## src/hw/rtl/urm_pkg.sv

```systemverilog
`timescale 1ns / 1ps
`default_nettype none
// ----------------------------------------------------------------------------
// urm_pkg
// Shared types and constants for the USART register model.
// ----------------------------------------------------------------------------
package urm_pkg;

  localparam int unsigned RxDepthDefault = 16;
  localparam int unsigned TxDepthDefault = 4;

  localparam logic [15:0] DelayReset = 16'd100;
  localparam logic [7:0]  HeldReset  = 8'hff;

  // status bit positions
  localparam int unsigned StTxRdy  = 0;
  localparam int unsigned StRxRdy  = 1;
  localparam int unsigned StTxE    = 2;
  localparam int unsigned StPe     = 3;
  localparam int unsigned StOe     = 4;
  localparam int unsigned StFe     = 5;
  localparam int unsigned StSynDet = 6;
  localparam int unsigned StDsr    = 7;

  localparam logic [7:0] StatusReset = 8'h05;

  // mode phases
  localparam logic [2:0] PhClear = 3'd0;
  localparam logic [2:0] PhSync  = 3'd1;
  localparam logic [2:0] PhAsync = 3'd2;
  localparam logic [2:0] PhSync1 = 3'd3;
  localparam logic [2:0] PhSync2 = 3'd4;

  // item commands
  localparam logic [2:0] CmdWrite = 3'd0;
  localparam logic [2:0] CmdRead  = 3'd1;
  localparam logic [2:0] CmdByte  = 3'd2;
  localparam logic [2:0] CmdBreak = 3'd3;
  localparam logic [2:0] CmdDsr   = 3'd4;
  localparam logic [2:0] CmdClear = 3'd5;
  localparam logic [2:0] CmdTick  = 3'd6;

  // configuration register indexes
  localparam logic CfgDelay    = 1'b0;
  localparam logic CfgLoopback = 1'b1;

  // receive queue entry: bit 8 marks a break
  localparam int unsigned RxEntryW = 9;
  localparam int unsigned BreakBit = 8;

  typedef struct packed {
    logic push;
    logic pop;
    logic clear;
  } urm_qctl_t;

endpackage
`default_nettype wire

```

## src/hw/rtl/urm_ram.sv

```systemverilog
`timescale 1ns / 1ps
`default_nettype none
// ----------------------------------------------------------------------------
// urm_ram
// Generic single-write, single-read RAM with registered read data.
// ----------------------------------------------------------------------------
module urm_ram #(
  parameter int unsigned WIDTH = 8,
  parameter int unsigned DEPTH = 4,
  localparam int unsigned AW = (DEPTH > 1) ? $clog2(DEPTH) : 1
) (
  input  wire logic             clk_i,
  input  wire logic             we_i,
  input  wire logic [AW-1:0]    waddr_i,
  input  wire logic [WIDTH-1:0] wdata_i,
  input  wire logic [AW-1:0]    raddr_i,
  output logic      [WIDTH-1:0] rdata_o
);

  logic [WIDTH-1:0] mem_q [DEPTH];

  always_ff @(posedge clk_i) begin
    if (we_i) begin
      mem_q[waddr_i] <= wdata_i;
    end
    rdata_o <= mem_q[raddr_i];
  end

endmodule
`default_nettype wire

```

## src/hw/rtl/urm_queue.sv

```systemverilog
`timescale 1ns / 1ps
`default_nettype none
// ----------------------------------------------------------------------------
// urm_queue
// Circular queue in a RAM; the head entry is prefetched every cycle and
// a write to the entry being fetched is forwarded.
// ----------------------------------------------------------------------------
module urm_queue #(
  parameter int unsigned DW    = 8,
  parameter int unsigned DEPTH = 4,
  localparam int unsigned CW = $clog2(DEPTH + 1)
) (
  input  wire logic              clk_i,
  input  wire logic              rst_ni,
  input  wire urm_pkg::urm_qctl_t ctl_i,
  input  wire logic [DW-1:0]     push_data_i,
  output logic      [DW-1:0]     head_data_o,
  output logic      [CW-1:0]     count_o
);

  localparam int unsigned AW = (DEPTH > 1) ? $clog2(DEPTH) : 1;
  localparam int unsigned SW = CW + 1;

  logic [AW-1:0] head_q, head_d;
  logic [CW-1:0] count_q, count_d;
  logic          fwd_q, fwd_d;
  logic [DW-1:0] fwd_data_q;
  logic [SW-1:0] tail_sum;
  logic [AW-1:0] tail;
  logic [DW-1:0] rdata;

  always_comb begin
    tail_sum = SW'(head_q) + SW'(count_q);
    if (tail_sum >= SW'(DEPTH)) begin
      tail_sum = tail_sum - SW'(DEPTH);
    end
    tail = tail_sum[AW-1:0];
  end

  always_comb begin
    head_d  = head_q;
    count_d = count_q;
    if (ctl_i.clear) begin
      head_d  = '0;
      count_d = '0;
    end else begin
      if (ctl_i.pop) begin
        head_d = (head_q == AW'(DEPTH - 1)) ? '0 : head_q + AW'(1);
      end
      count_d = count_q + CW'(ctl_i.push) - CW'(ctl_i.pop);
    end
    fwd_d = ctl_i.push && (tail == head_d);
  end

  always_ff @(posedge clk_i or negedge rst_ni) begin
    if (!rst_ni) begin
      head_q  <= '0;
      count_q <= '0;
      fwd_q   <= 1'b0;
    end else begin
      head_q  <= head_d;
      count_q <= count_d;
      fwd_q   <= fwd_d;
    end
  end

  always_ff @(posedge clk_i) begin
    fwd_data_q <= push_data_i;
  end

  urm_ram #(
    .WIDTH (DW),
    .DEPTH (DEPTH)
  ) u_ram (
    .clk_i   (clk_i),
    .we_i    (ctl_i.push),
    .waddr_i (tail),
    .wdata_i (push_data_i),
    .raddr_i (head_d),
    .rdata_o (rdata)
  );

  assign head_data_o = fwd_q ? fwd_data_q : rdata;
  assign count_o     = count_q;

endmodule
`default_nettype wire

```

## config.mk

```make
export PLATFORM = sky130hd
export DESIGN_NAME = urm_queue
export DESIGN_NICKNAME = d
export VERILOG_FILES = /design/src/hw/rtl/urm_pkg.sv /design/src/hw/rtl/urm_ram.sv /design/src/hw/rtl/urm_queue.sv
export SDC_FILE = /design/constraint.sdc
export NUM_CORES = 1
export LEC_CHECK = 0
export BUFFER_PORTS_ARGS = -buffer_cell sky130_fd_sc_hd__buf_2
export CORE_MARGIN = 1.5
export CORE_UTILIZATION = 30
export CTS_CLUSTER_SIZE = 40
export DETAILED_ROUTE_END_ITERATION = 10
export PLACE_DENSITY = 0.44
export SETUP_SLACK_MARGIN = 0.5
export SLEW_MARGIN = 40
export SYNTH_ARGS = -nofsm -noshare
export SYNTH_HDL_FRONTEND = slang
export SYNTH_SLANG_ARGS = --single-unit
```

## constraint.sdc

```tcl
create_clock -name clk_i -period 2.9 [get_ports clk_i]
set_input_delay 0.435 -clock clk_i [delete_from_list [all_inputs] [get_ports clk_i]]
set_output_delay 0.435 -clock clk_i [all_outputs]
set_load 0.01 [all_outputs]
```

==> summary.md, run 1 <==
The run finished with clean final reports. Of all nets on the critical path, the largest fanout is 8. The logs give 0 ps for the setup TNS and 0 for the count of inserted antenna diode cells.

Net switching is 28.46% of the power. The count of input and output buffers works out to 23. Number of top-level design ports: 24. Clock-pin slew was measured on the worst setup and hold paths at 100 ps. The critical path is of the flip-flop to flip-flop type.

Using the TritonRoute via totals, the vias-per-cell ratio works out to 4.799. The total area inside the core boundary comes to 6869 sq um. The tools report the element type at the critical path start as a flip-flop. In this run the power density over the cells is 711.9 nW/um^2.

Endpoint kind of the worst setup timing path: a flip-flop. The tree is rooted in a clkbuf_8. For the pin with the worst max-slew slack, the measured transition is 677.8 ps. The endpoint identified for the worst register-to-register timing path is u_ram.mem_q[3][6]$_DFFE_PP_. Of the total power, registers draw 55.5%. In the synthesized netlist the async set-or-reset flop fraction comes to 11.11%. The total buffers and inverters traversed by the critical path is 1. The longest clock path from root to sink contains 2 buffers. The overall die area was 7730 sq um; the power share of the clock group was 23.6%. The pin count of the biggest net entering global routing is 42, and the final HPWL from detailed placement is 2746 um. The share of total power dissipated in combinational logic is 20.9%. The logs give 54 for the number of sinks handled by clock tree synthesis and 0.4744 GHz for the highest clock rate. Data on the critical path arrives at its endpoint at 2050 ps. The path with the worst hold slack has its endpoint at fwd_data_q[0]$_DFF_P_. TritonCTS built the clock tree. The cell depth of the worst min-delay path was 1; the routability-driven placement congestion ratio was 0.7496.

The logs give 0 for the final count of pins violating max slew and 31 for the number of distinct standard cells referenced by the synthesized netlist. The mean instance size in the synthesized netlist works out to 14.62 sq um. In this run the worst hold path is classified as input pin to flip-flop.

In this run the number of cells on the critical path is 5. The number of synthesis warnings is 0. The signal on the critical path passes through buf_4 -> ha_1 -> xor2_1 -> xnor2_1 -> nor2_1. After detailed routing, the number of remaining DRC violations is 0. The reported net switching power was 496.6 uW.

The number of cells on the worst reg-to-reg path is 5. The net count after synthesis is 165. Setup violations remaining at the end of the flow were counted as 0. The first global-routing pass estimated 6913 um of wire.

The sequential fraction of the synthesis area was 66.17%. Synthesis handed over a netlist of 148 instances. The worst register-to-register path has a setup slack of 790 ps. The DRC marker count from the first detailed-route iteration is 90, and the final net count is 189.

Among all stages on the critical path, the largest delay is contributed by nor2_1. For the insertion delay to the later sink of the worst-skew pair, the log shows 310 ps. The delay of the slowest critical-path stage was 550 ps.

The synthesized design contains 32 enable-type register cells. The run gives 0 as the post-cts repair resize count. The run gives 5 as the TritonCTS buffer count. The detailed-routing iteration count for the pre-antenna-repair pass came out at 4. The count of nets left with antenna violations once routing finished came out at 0. OpenSTA, run right after detailed placement, puts the worst setup slack at 772.0 ps. The worst register-to-register path begins at head_q[0]$_DFF_PN0_. The placement row count is 30, and the die span in y is 87.92 um. The leakage power is 0.0008928 uW. The wire length per cell after detailed routing came out at 16.35 um. IR analysis of the VDD net gives a maximum drop of 0.2234 mV. Across all setup checks in the final design, the least slack found is 792.3 ps.

In the synthesized netlist the dominant register cell turns out to be edfxtp_1. The leftover overflow at the end of global routing was 0. Data on the critical path is required at its endpoint by 2840 ps. Hold timing on the final database bottoms out at a slack of 274.3 ps. The run gives 0 as the number of antenna violations at the first check in global routing. The worst hold path begins at push_data_i[0].

Max-cap violations in this run came to 0. The clock arrives with 9.315 ps of skew. Subtracting the final worst setup slack from the clock period gives 2108 ps. Setup repair after global routing left no endpoint under its margin.

Cells fill 35.68% of the core in the end. After synthesis the cells add up to 2163 sq um. The tools report the final number of hold-violating endpoints as 0. The routed layout has 1291 vias.

Relative to the synthesized area, the layout overhead comes to 13.30%. The post-route netlist has 22.54% of its cells at a drive strength greater than 1. The chip width is 87.92 um. CTS built an H-tree with a depth of 2.

Cell internal power was estimated by the tool at 1248 uW. The design draws 1745 uW. The routed design has 4397 um of wire.

The worst pin sits at a relative slew slack of 54.65%. For this configuration, the core starts out at a cell density of 31.49%. The share of the clock period used by the worst path is 72.68%, and the total track usage is 12.41%.

Synthesis inferred 54 register bits. The number of global-route vias before repair came out at 1300. The cell family contributing the most delay on the critical path is simple AND/OR/NAND/NOR gates.
==> worst max-delay path by stage <==
stage / from / endpoint / slack (ps)
after floorplan: count_o[0]$_DFF_PN0_ / u_ram.mem_q[0][0]$_DFFE_PP_ / 1110
after global placement: head_q[0]$_DFF_PN0_ / u_ram.mem_q[3][0]$_DFFE_PP_ / 840
after detailed placement: head_q[0]$_DFF_PN0_ / u_ram.mem_q[3][7]$_DFFE_PP_ / 770
after CTS: head_q[0]$_DFF_PN0_ / u_ram.mem_q[3][4]$_DFFE_PP_ / 760
after global routing: head_q[0]$_DFF_PN0_ / u_ram.mem_q[3][1]$_DFFE_PP_ / 560
final: head_q[0]$_DFF_PN0_ / u_ram.mem_q[3][6]$_DFFE_PP_ / 790
==> power by group through the flow <==
| stage | logic [uW] | registers (uW) | clock network, uW |
|---|---|---|---|
| 5_1_grt | 407 | 980 | 460 |
| 4_1_cts | 370 | 971 | 426 |
| 3_3_place_gp | 360 | 984 | 0 |
| 2_1_floorplan | 245 | 973 | 0 |
| 3_5_place_dp | 366 | 989 | 0 |
| 6_report | 364 | 969 | 412 |
==> Yosys cell counts (all sizes together), types with 5 or more instances <==
master / instances / area, sq um
edfxtp: 32 / 960.9
dfxtp: 16 / 320.3
o21ai: 16 / 80.08
nand3b: 10 / 75.07
a221oi: 8 / 70.07
a32oi: 8 / 70.07
mux2: 8 / 90.09
nor2: 7 / 26.28
buf: 6 / 55.05
dfrtp: 6 / 150.1
clkbuf: 5 / 18.77
==> cell families (layout without fill, tap and decap cells) <==
family          after synthesis  count (layout)  synth area share (%)
buf+inv                      15              40                 4.106
fa+ha+maj                     4               4                 2.661
flops                        54              54                 66.17
compound gates               37              37                 12.15
mux                           8               8                 4.164
simple gates                 23              23                 6.190
xor+xnor                      7               7                 4.570
==> cells in the final DEF (no fill, tap or decap) <==
cell and count:
a221oi_1 8, dfrtp_1 6, fa_1 1, a211oi_2 1, dfxtp_1 16, xor2_1 3, edfxtp_1 32, clkinv_4 1
a21o_1 1, nand3b_1 10, nand2b_1 1, dlygate4sd3_1 1, and3_1 1, clkinv_2 1, mux2_2 1, xor2_4 1
buf_4 4, buf_2 23, a21oi_1 1, mux2_1 7, nand2_1 2, inv_1 3, clkbuf_1 1, clkbuf_8 5
xnor2_1 2, inv_2 1, nor2b_1 1, ha_1 3, or3_1 1, nor2_1 7, o21bai_1 1, a21bo_1 1
xnor2_4 1, o21ai_0 16, a32oi_1 8
==> registers in the layout, indices dropped and copies added, names as in the netlist <==
register	cells
count_o	3
fwd_data_q	8
fwd_q	1
head_q	2
u_ram.mem_q	32
u_ram.rdata_o	8
==> what timing repair did <==
item | in CTS | in global routing
hold buffers | 1 | 0
setup buffers | 0 | 0
endpoints found under the hold margin | 6 | 0
==> layer usage <==
layer  GRT usage, %  routed length [um]
met5              0                   0
met1          16.21                2061
met4          4.618                  74
met3          4.336                 175
met2          19.01                2086
==> cell type report <==
class | count | area [sq um]
Clock buffer | 6 | 72.57
Clock inverter | 2 | 13.76
Fill cell | 666 | 4418
Inverter | 4 | 15.01
Multi-Input combinational cell | 79 | 643.1
Sequential cell | 54 | 1431
Tap cell | 96 | 120.1
Timing Repair Buffer | 28 | 155.1
==> stage by stage <==
step / std cells / cell area, sq um
after floorplan: 148 / 2163
after global placement: 260 / 2355
after detailed placement: 260 / 2355
after CTS: 269 / 2451
after global routing: 269 / 2451
final: 269 / 2451
==> worst register-to-register path, cell delays in order (launching register included) <==
cell and delay (ps):
dfrtp_1 370, buf_4 180, ha_1 200, xor2_1 320, xnor2_1 130, nor2_1 550
Note: power is estimated with default switching activity, not from simulation.
==> inputs of run 2 (changes only) <==
==> constraint.sdc (replaced) <==
create_clock -name clk_i -period 2.08 [get_ports clk_i]
set_input_delay 0.312 -clock clk_i [delete_from_list [all_inputs] [get_ports clk_i]]
set_output_delay 0.312 -clock clk_i [all_outputs]
set_load 0.01 [all_outputs]
==> run 2 against run 1 <==
  * Die area stayed put
  * Global-route usage is 0.68 points higher
  * Non-clock buffer count is 15 higher
  * Worst hold slack worse by 120 ps
  * Largest power group unchanged
  * Sequential power is 39% higher
==> summary.md, run 2 (synthesis results as in run 1) <==
The clock input transition at the sequential cells of the worst setup and hold paths is 110 ps (about the same), and the slew at the pin with the worst max-slew slack is 416.8 ps (-261.0 ps). The tools report the leakage power as 0.001031 uW (+15%). The number of maximum-capacitance violations came out at 0 (unchanged). The final number of hold-violating endpoints was 0 (unchanged); the logic depth of the worst path, buffers included was 3 (-2). The DRC marker count from the first detailed-route iteration was 85 (-5.6%); the highest clock rate was 0.6182 GHz. The number of flip-flops under the largest register name was 32 (unchanged). The tools report the cell total after placement as 263 (+1.2%). The leftover overflow at the end of global routing is 0 (unchanged), and the detail-routed via count per cell is 4.853 (+1.1%).

For the worst-case clock skew, the log shows 10.06 ps (+0.7411 ps). The total track usage was 13.09% (+0.68 points); the critical-path maximum fanout was 7 (-1). The largest delay contributor family on the critical path was flip-flops. The initial cell density of the core was 31.49% (unchanged). Relative to the synthesized area, the layout overhead comes to 33.66%. The final critical path time including I/O delays and setup was 1618 ps; the final net count was 206 (+9.0%). The run finished with clean final reports.

The count of input and output buffers is 23 (unchanged). The logs give 286 (+6.3%) for the number of cells in the finished layout apart from fillers and 0 (unchanged) for the residual DRC count. Traced cell by cell, the critical path runs through buf_12 -> mux2_4 -> buf_6. In the layout the commonest cells are edfxtp_1 (32), o21ai_0 (16), dfxtp_1 (16), buf_2 (16), buf_6 (15). The delay of the slowest critical-path stage is 430 ps (-120 ps). The largest registers in the layout are u_ram.mem_q x32, fwd_data_q x8, u_ram.rdata_o x8.

For the post-route antenna net violation count, the log shows 0 (unchanged). Setup repair after global routing could not meet its margin everywhere. The register-to-register path setup slack is 490 ps (-300 ps). The source of the worst register-to-register timing path is head_q[0]$_DFF_PN0_. The run gives 0 ps (unchanged) as the setup TNS.

The share of final-layout standard cells stronger than drive strength 1 is 50.00% (+27 points). On the critical path, the stage with the largest delay is an instance of dfrtp_2. For the number of global-route vias before repair, the log shows 1367 (+5.2%). STA classifies the critical path startpoint as a flip-flop.

The run gives 2 (unchanged) as the H-tree level count. For the arrival time of data at the critical path endpoint, the log shows 1310 ps (-740 ps). The most frequent standard cell in the layout excluding fill and tap cells was edfxtp_1. The number of antenna violations at the first check in global routing came out at 0 (unchanged).

The cell area power density works out to 956.4 nW/um^2 (+34%). Tracing the worst setup path back leads to its startpoint at fwd_q$_DFF_PN0_. The number of cells on the worst reg-to-reg path came out at 5 (unchanged). Placement row count: 30 (unchanged). The routability-driven placement congestion ratio is 0.6934 (-7.5%). The share of the clock period used by the worst path is 77.77%. The register with the most flip-flops in the final layout is u_ram.mem_q.

The endpoint kind of the worst setup timing path is a primary output. The run gives 4 (unchanged) as the detailed-routing iteration count for the pre-antenna-repair pass. Global-route wire length before repair: 7376 um (+6.7%). The number of top-level design ports is 24 (unchanged), and the pre-CTS setup slack is 205.8 ps (-566.2 ps). The pin count of the biggest net entering global routing came out at 22 (-48%). The worst hold path belongs to the class input pin to flip-flop. The tools report the worst relative slew slack as 72.21% (+18 points). Final wirelength: 5157 um (+17%). The tools report the TritonCTS buffer count as 5 (unchanged). In this run the critical register-to-register path is captured at u_ram.mem_q[2][5]$_DFFE_PP_. The count of final setup violators is 0 (unchanged).

The die span in y is 87.92 um (unchanged). For the worst ir drop on vdd, the log shows 0.3739 mV (+67%). The number of sinks handled by clock tree synthesis was 54 (unchanged); the final count of pins violating max slew was 0 (unchanged). The run gives 2 (unchanged) as the number of buffers between clock root and the deepest sink.

The final HPWL from detailed placement is 2877 um (+4.8%), and the overall die area is 7730 sq um (unchanged). The vias after detailed routing was 1388 (+7.5%). The insertion delay to the later sink of the worst-skew pair was 310 ps (about the same); the count of inserted antenna diode cells was 0 (unchanged).

The critical path is of the flip-flop to primary output type. Chip width: 87.92 um (unchanged). TritonCTS built the clock tree. Least setup slack across all paths after layout: 462.3 ps (-330.0 ps).

The run gives 6869 sq um (unchanged) as the placeable core area. The required time at the endpoint of the critical path is 1770 ps (-1070 ps). The root buffer cell chosen for the clock tree is clkbuf_8.

The capturing instance or port of the critical path is head_data_o[5]. The total buffers and inverters traversed by the critical path is 2 (+1), and the wire length per cell after detailed routing is 18.03 um (+10%).
[run 2: how the worst min path moves through the flow]
stage | startpoint | endpoint | slack, ps | cells after the start
floorplan | rst_ni | count_o[0]$_DFF_PN0_ | 20 | 0
global placement | rst_ni | count_o[0]$_DFF_PN0_ | 140 | 1
detailed placement | rst_ni | fwd_q$_DFF_PN0_ | 150 | 1
CTS | push_data_i[0] | fwd_data_q[0]$_DFF_P_ | 160 | 1
global route | push_data_i[0] | fwd_data_q[0]$_DFF_P_ | 140 | 1
finish | push_data_i[0] | fwd_data_q[0]$_DFF_P_ | 160 | 1
[run 2: power breakdown]
group	total (uW)	switching [uW]	internal, uW
combinational	826	394	432
clock	586	348	239
sequential	1350	63.9	1290
[run 2: layout make-up]
type                       instances  area (sq um)
tap                               96         120.1
multi-input combinational         81         879.6
fill                             657          3978
sequential                        54          1436
clock buffer                       6         72.57
inverter                           4         15.01
clock inverter                     2         13.76
timing repair buffer              43         354.1
[run 2: per-stage QoR]
stage / utilization [%] / instance area [sq um] / hold slack [ps] / total power [uW]
final: 42.09 / 2892 / 157.5 / 2766
after global routing: 42.09 / 2892 / 143.8 / 2916
after CTS: 38.36 / 2635 / 159.8 / 2632
after detailed placement: 34.94 / 2400 / 149.5 / 1909
after global placement: 34.94 / 2400 / 144.0 / 1899
after floorplan: - / 2186 / 16.41 / 1715
[run 2: repair_timing]
item,4_1_cts,5_1_grt
endpoints found under the setup margin,52,51
pin swaps,0,5
resized for setup,20,33
endpoints found under the hold margin,6,0
hold buffers,1,0
buffers inserted,4,8
gates cloned,0,2
[run 2: worst reg2reg max path, stage by stage, from the launching register on]
cell and delay (ps):
dfrtp_2 450, ha_4 190, xor2_4 170, xnor2_2 180
nor2_2 170, buf_6 150
[run 2: layer usage]
layer | track usage [%] | share of wire, % | vias to the layer above
li1 | - | - | 641
met1 | 17.71 | 44 | 697
met2 | 21.24 | 51 | 44
met3 | 3.487 | 4.5 | 6
met4 | 2.597 | 0.87 | 0
met5 | 0 | 0 | -
